==> src/design/bsba_pkg.sv <==
// ============================================================================
// bsba_pkg
// Shared types and constants of the bass and arpeggio loop synthesizer.
// ============================================================================
package bsba_pkg;

    // Default build options, handed to the top level as parameter defaults.
    localparam int unsigned SAMPLE_RATE_DEF    = 48000;
    localparam int unsigned SINE_ADDR_BITS_DEF = 10;
    localparam int unsigned ENV_ADDR_BITS_DEF  = 8;

    // Configuration port.
    localparam int unsigned CFG_IDX_W  = 1;
    localparam int unsigned CFG_DATA_W = 32;

    localparam logic [CFG_IDX_W-1:0] REG_BEAT_STEP  = 1'd0;
    localparam logic [CFG_IDX_W-1:0] REG_LOOP_BEATS = 1'd1;

    localparam logic [31:0] BEAT_STEP_RST  = 32'd178957;
    localparam logic [10:0] LOOP_BEATS_RST = 11'd16;

    // Stream widths.
    localparam int unsigned S_TDATA_W = 8;
    localparam int unsigned M_TDATA_W = 16;

    // Operands handed from the sequencer to the mixer.
    typedef struct packed {
        logic signed [15:0] sb;   // bass sine
        logic signed [15:0] so;   // bass octave sine
        logic signed [15:0] sa;   // arpeggio sine
        logic        [15:0] env;  // decay level, unsigned Q1.15
    } t_mix_in;

endpackage

==> src/design/bsba_mix.sv <==
// ============================================================================
// bsba_mix
// Three-stage Q1.15 mixer: envelope square, envelope products, gains and sum.
// ============================================================================
module bsba_mix
    import bsba_pkg::*;
(
    input  logic               i_clk,
    input  logic               i_rst_n,
    input  logic               i_start,
    input  t_mix_in            i_in,
    output logic               o_done,
    output logic signed [15:0] o_sample
);

    localparam logic signed [39:0] OCT_GAIN  = 40'sd13107;  // 0.4
    localparam logic signed [39:0] BASS_GAIN = 40'sd10486;  // 0.32
    localparam logic signed [39:0] ARP_GAIN  = 40'sd3932;   // 0.12

    // Q15 product scaling, rounded to nearest with ties away from zero.
    function automatic logic signed [39:0] rq(input logic signed [39:0] p);
        return (p + 40'sd16384 - 40'($unsigned(p[39]))) >>> 15;
    endfunction

    logic r_v1;
    logic r_v2;
    logic r_v3;

    logic signed [16:0] r1_env;
    logic signed [16:0] r1_env2;
    logic signed [16:0] r1_oct;
    logic signed [15:0] r1_sb;
    logic signed [15:0] r1_sa;

    logic signed [16:0] r2_be;
    logic signed [16:0] r2_ae;

    logic signed [15:0] r3_t1;
    logic signed [15:0] r3_t2;

    logic signed [16:0] env_s;
    logic signed [39:0] p_env2;
    logic signed [39:0] p_oct;
    logic signed [16:0] bsum;
    logic signed [39:0] p_be;
    logic signed [39:0] p_ae;
    logic signed [39:0] p_t1;
    logic signed [39:0] p_t2;

    assign env_s  = $signed({1'b0, i_in.env});
    assign p_env2 = rq(40'(env_s) * 40'(env_s));
    assign p_oct  = rq(40'(i_in.so) * OCT_GAIN);

    assign bsum   = 17'(r1_sb) + r1_oct;
    assign p_be   = rq(40'(bsum) * 40'(r1_env));
    assign p_ae   = rq(40'(r1_sa) * 40'(r1_env2));

    assign p_t1   = rq(40'(r2_be) * BASS_GAIN);
    assign p_t2   = rq(40'(r2_ae) * ARP_GAIN);

    always_ff @(posedge i_clk) begin
        if (!i_rst_n) begin
            r_v1 <= 1'b0;
            r_v2 <= 1'b0;
            r_v3 <= 1'b0;
        end else begin
            r_v1 <= i_start;
            r_v2 <= r_v1;
            r_v3 <= r_v2;
        end
    end

    // Each stage loads only when its operands are valid, so the last stage
    // keeps its result until the next sample comes through.
    always_ff @(posedge i_clk) begin
        if (i_start) begin
            r1_env  <= env_s;
            r1_env2 <= p_env2[16:0];
            r1_oct  <= p_oct[16:0];
            r1_sb   <= i_in.sb;
            r1_sa   <= i_in.sa;
        end
        if (r_v1) begin
            r2_be <= p_be[16:0];
            r2_ae <= p_ae[16:0];
        end
        if (r_v2) begin
            r3_t1 <= p_t1[15:0];
            r3_t2 <= p_t2[15:0];
        end
    end

    assign o_done   = r_v3;
    assign o_sample = r3_t1 + r3_t2;

endmodule

==> config.mk <==
export PLATFORM = sky130hd
export DESIGN_NAME = bsba_mix
export DESIGN_NICKNAME = d
export VERILOG_FILES = /design/src/design/bsba_pkg.sv /design/src/design/bsba_mix.sv
export SDC_FILE = /design/constraint.sdc
export NUM_CORES = 2
export LEC_CHECK = 0
export BUFFER_PORTS_ARGS = -buffer_cell sky130_fd_sc_hd__clkbuf_2
export CORE_MARGIN = 5
export CORE_UTILIZATION = 45
export CTS_CLUSTER_DIAMETER = 50
export DETAILED_ROUTE_END_ITERATION = 8
export GPL_TIMING_DRIVEN = 0
export PLACE_DENSITY = 0.6
export SYNTH_ARGS = -nofsm -noshare
export SYNTH_HDL_FRONTEND = slang
export SYNTH_SLANG_ARGS = --single-unit
==> constraint.sdc <==
create_clock -name i_clk -period 17 [get_ports i_clk]
set_input_delay 1.7 -clock i_clk [delete_from_list [all_inputs] [get_ports i_clk]]
set_output_delay 1.7 -clock i_clk [all_outputs]
set_load 0.005 [all_outputs]
; Word level (Yosys, flattened, before mapping)
; Cells that the tools add are included.
[word_totals]
register_bits = 151
in_bits = 67
output_inout_bits = 17
wordCells = 32
[classes]
mul = 6
n_addsub = 14
[op_table]
columns = cell, n
row1 = subtractor 32 x 2 -> 32 bit, 3
row2 = adder 32 x 16 -> 32 bit (second input constant), 2
row3 = subtractor 31 x 2 -> 31 bit, 2
row4 = multiplier 17 x 17 -> 34 bit, 1
row5 = multiplier 16 x 17 -> 33 bit, 1
row6 = adder 31 x 16 -> 32 bit (second input constant), 1
row7 = adder 32 x 15 -> 32 bit (second input constant), 1
row8 = multiplier 16 x 16 -> 32 bit, 1
row9 = subtractor 32 x 1 -> 32 bit (second input constant), 1
row10 = adder 30 x 16 -> 31 bit (second input constant), 1
row11 = adder 31 x 16 -> 31 bit (second input constant), 1
row12 = multiplier 16 x 15 -> 31 bit (second input constant), 1
row13 = multiplier 17 x 14 -> 31 bit (second input constant), 1
row14 = multiplier 17 x 11 -> 28 bit (second input constant), 1
row15 = adder 16 x 17 -> 17 bit, 1
row16 = adder 16 bit, 1

; Longest topological paths before layout
[logic_depth]
ltp_word = 4
mapped_depth = 47
mapped_depth_nobuf = 46

; Worst setup path after synthesis
; Ideal clock, no wire load.
[synth_timing]
kind = reg-to-reg
from = register r1_oct[0]
to = register r2_be[16] (data pin)
path_stages_with_launch = 47
setup_time_ps = 260
required_ps = 16740
period_less_slack_ps = 9847
t_arrival_ps = 9587
path_buffers = 2
path_slack_ps = 7153
path_cell_list = edfxtp_1 ha_1 inv_1 fa_1 nor2b_1 o21ai_0 a21boi_0 o21ai_0 a21boi_0 o21ai_0 a21boi_0 o21ai_1 nor2b_1 xnor2_1 clkbuf_1 nand2_1 fa_1 inv_1 [11 not listed] and2_1 a31oi_1 o21ai_0 a21oi_1 o21ai_0 xor2_1 ha_1 clkbuf_1 a21o_1 a21o_1 a21o_1 a21oi_1 nor2b_1 o21ai_0 nand2b_1 a21oi_1 o21ai_1 xnor2_1
[synth_between]
elab_chain_cells = 4
[synth_lines]
columns = element, line_no
row1 = from (decl), bsba_mix.sv:31  ; logic signed [16:0] r1_oct;
row2 = from (signal assigned), bsba_mix.sv:79  ; r1_oct <= p_oct[16:0];
row3 = adder 16 x 17 -> 17 bit (*), bsba_mix.sv:54  ; assign bsum = 17'(r1_sb) + r1_oct;
row4 = multiplier 17 x 17 -> 34 bit (*), bsba_mix.sv:55  ; assign p_be = rq(40'(bsum) * 40'(r1_env));
row5 = adder 32 x 16 -> 32 bit, bsba_mix.sv:22  ; return (p + 40'sd16384 - 40'($unsigned(p[39]))) >>> 15;
row6 = subtractor 32 x 2 -> 32 bit (*), bsba_mix.sv:22
row7 = via p_be[16], bsba_mix.sv:45  ; logic signed [39:0] p_be;
row8 = to (signal assigned), bsba_mix.sv:84  ; r2_be <= p_be[16:0];
row9 = to (decl), bsba_mix.sv:35  ; logic signed [16:0] r2_be;
; The timed path passes the listed nets; every way through them passes the cells marked *.
; A chain may end at the register's enable or synchronous reset.

; Worst setup path after layout
[layout_timing]
from = register r1_sb[0]
to = register r2_be[15] (data pin)
[layout_between]
elab_chain_cells = 4
[layout_lines]
columns = element, line_no
row1 = from (decl), bsba_mix.sv:32  ; logic signed [15:0] r1_sb;
row2 = from (signal assigned), bsba_mix.sv:80  ; r1_sb <= i_in.sb;
row3 = adder 16 x 17 -> 17 bit (*), bsba_mix.sv:54
row4 = multiplier 17 x 17 -> 34 bit (*), bsba_mix.sv:55
row5 = adder 32 x 16 -> 32 bit, bsba_mix.sv:22
row6 = subtractor 32 x 2 -> 32 bit (*), bsba_mix.sv:22
row7 = via p_be[15], bsba_mix.sv:45
; Marks and branches as above.

==> results.sh <==
export IMPL_met2_usage_pct=32.9
export IMPL_htreeDepth=4
export IMPL_crit_arrival_ns=11.71
export IMPL_synth_area_um2=54400
export IMPL_grt_pass1_wl_um=206000
export IMPL_synth_edf_count=148
export IMPL_ys_seq_area_share_pct=8.28
export IMPL_dpl_cell_count=7689
export IMPL_clockBufferDepth=2
export IMPL_syn_inst=5993
export IMPL_routed_wl_um=121000
export IMPL_syn_num_nets=7789
export IMPL_end_kind="flip-flop"
export IMPL_crit_fanout=10
export IMPL_worstSetupStartpointType="flip-flop"
export IMPL_hold_start="r_v2$_SDFF_PN0_"
export IMPL_die_area_um2=128000
export IMPL_ys_ff_latch=151
export IMPL_cp_data_required_time_ns=17.27
export IMPL_slew_headroom_pct=23.2
export IMPL_yosys_area_top_type="fa_1"
export IMPL_finClkSkew_ns=0.0131
export IMPL_period_needed_ns=11.44
export IMPL_drt_pass1_iterations=5
export IMPL_ios=84
export IMPL_post_route_cells_drive_above_1_share_pct=2.65
export IMPL_wire_per_inst_um=15.7
export IMPL_antenna_found_initial=2
export IMPL_port_buffers=83
export IMPL_dr_total_vias=38400
export IMPL_grt_use_total_pct=19.7
export IMPL_use_met3_pct=2.67
export IMPL_timing_rr_start="r1_sb[0]$_DFFE_PP_"
export IMPL_ant_nets=0
export IMPL_avgSynthCellArea_um2=9.08
export IMPL_finalNonFillerCells=7722
export IMPL_cts_resized=0
export IMPL_critPathSlowestCell="fa_1"
export IMPL_die_height_um=358
export IMPL_drv_slew=0
export IMPL_crit_path_start="r1_sb[0]$_DFFE_PP_"
export IMPL_fin_nets=7893
export IMPL_grt_ovfl_total=0
export IMPL_clkLatencyLatePin_ns=0.52
export IMPL_ys_async_sr_fraction_pct=0
export IMPL_dieWidth_um=358
export IMPL_fin_crit_sh_pct=67.3
export IMPL_fmax_mhz=87.4
export IMPL_dpl_hpwl_um=106000
export IMPL_core_area_um2=120000
export IMPL_synth_distinct_cells=84
export IMPL_setup_tns_ns=0
export IMPL_path_clk_slew_ns=0.07
export IMPL_numCtsBuffers=17
export IMPL_synth_warnings=0
export IMPL_synthFlopType="edfxtp_1"
export IMPL_setup_viol=0
export IMPL_yosysMostFrequentCell="inv_1"
export IMPL_status="completed"
export IMPL_tightest_slew_ns=1.15
export IMPL_viasPerCell=4.97
export IMPL_synth_top_area_share_pct=36.5
export IMPL_antennaDiodeCount=0
export IMPL_grt_max_degree=62
export IMPL_hp_class="flip-flop to flip-flop"
export IMPL_maxCapViolCount=0
export IMPL_drc=0
export IMPL_cts_root_buf="clkbuf_16"
export IMPL_grt_pass1_vias=40900
export IMPL_start_util_pct=45.4
export IMPL_drtIter0Drc=1837
export IMPL_rsz0062_at_grt="no"
export IMPL_worst_path_largest_cell_delay_ns=0.73
export IMPL_hold_viol=0
export IMPL_crit_top_cell="fa_1"
export IMPL_routabilityCongestion=0.907
export IMPL_tritoncts="built"
export IMPL_num_rows=127
export IMPL_worst_r2r_setup_slack_ns=5.56
export IMPL_cts_setup_buffers=0
export IMPL_synth_commonest_cells="inv_1, fa_1, ha_1"
export IMPL_clock_sinks=151
export IMPL_crit_type="flip-flop to flip-flop"
export IMPL_syn2layout_area_growth_pct=5.51
export IMPL_ctsHoldBuffers=0
export IMPL_grt_busiest_layer="met2"
export IMPL_grtUsageMet1_pct=27.6
export IMPL_yosys_top_cells_area="fa_1, ha_1, inv_1"
[worst max-delay path, delay by kind of cell, from the launching register on]
family | cells | cell delay (ns)
compound gates | 19 | 4.63
xor+xnor | 1 | 0.10
fa+ha+maj | 9 | 4.31
buf+inv | 5 | 0.96
flops | 1 | 0.34
simple gates | 4 | 0.82
[metal layers]
layer | routed length (µm) | vias to the layer above | share of wire [%]
met5 | 0 | - | 0
met4 | 2320 | 0 | 1.9
met3 | 5470 | 123 | 4.5
met2 | 56100 | 714 | 46
met1 | 57000 | 18700 | 47
li1 | - | 18900 | -
[layout make-up]
cell class,instances,area (µm²)
fill,11500,62600
multi-input combinational,4150,43600
inverter,1562,5860
sequential,151,4510
tap,1612,2020
buffer,130,492
timing repair buffer,85,453
clock buffer,17,425
clock inverter,15,101
[placed cells by master, fill, tap and decap left out, drive strengths merged, types with 15 or more instances in the layout]
master,instances
inv,1567
nor3,43
fa,991
nand3,70
a211oi,26
nor2,175
xnor2,208
nand4,33
a31oi,25
xor2,90
and3,20
a21boi,16
clkbuf,226
o21a,47
or2,17
o21bai,36
nand2b,65
ha,738
edfxtp,148
a21oi,233
a2111oi,15
nand2,471
nor2b,48
and2,288
a21o,138
o21ai,163
[metrics by stage]
| stage | setup slack (ns) | util [%] | instance area, µm² | hold slack [ns] |
|---|---|---|---|---|
| 5_1_grt | 4.45 | 47.9 | 57400 | 0.846 |
| 6_report | 5.56 | 47.9 | 57400 | 0.804 |
| 4_1_cts | 5.43 | 47.9 | 57400 | 0.906 |
| 2_1_floorplan | 7.15 | - | 54400 | 0.937 |
| 3_3_place_gp | 5.55 | 47.4 | 56900 | 1.11 |
| 3_5_place_dp | 5.49 | 47.4 | 56900 | 0.888 |
[logic make-up (layout without fill, tap and decap cells)]
| kind of cell | Yosys count | after routing | synth area share, % |
|---|---|---|---|
| adder cells (fa/ha/maj) | 1733 | 1733 | 53.5 |
| AO/OA/AOI/OAI | 818 | 818 | 9.78 |
| XOR/XNOR | 298 | 298 | 4.80 |
| flip-flops | 151 | 151 | 8.28 |
| AND/OR/NAND/NOR | 1288 | 1288 | 11.7 |
| buffers and inverters | 1692 | 1809 | 11.7 |
| multiplexers | 13 | 13 | 0.246 |
[registers in the layout (all words and copies together), names as in the netlist, 16 cells and up]
signal / flops
r1_oct: 17
r3_t2: 16
r1_sb: 16
r1_sa: 16
r2_ae: 17
r3_t1: 16
r1_env: 16
r2_be: 17
r1_env2: 17
[path summary, 6_finish.rpt]
path / to / cells after the start
worst max-delay path: r2_be[15]$_DFFE_PP_ / 38
worst max register to register: r2_be[15]$_DFFE_PP_ / 38
worst min register to register: r3_t1[1]$_DFFE_PP_ / 0
worst min-delay path: r3_t1[1]$_DFFE_PP_ / 0
Power is left out: the tool's default activity adds up to more than one toggle a clock period on the data nets, which glitch-free logic cannot reach.
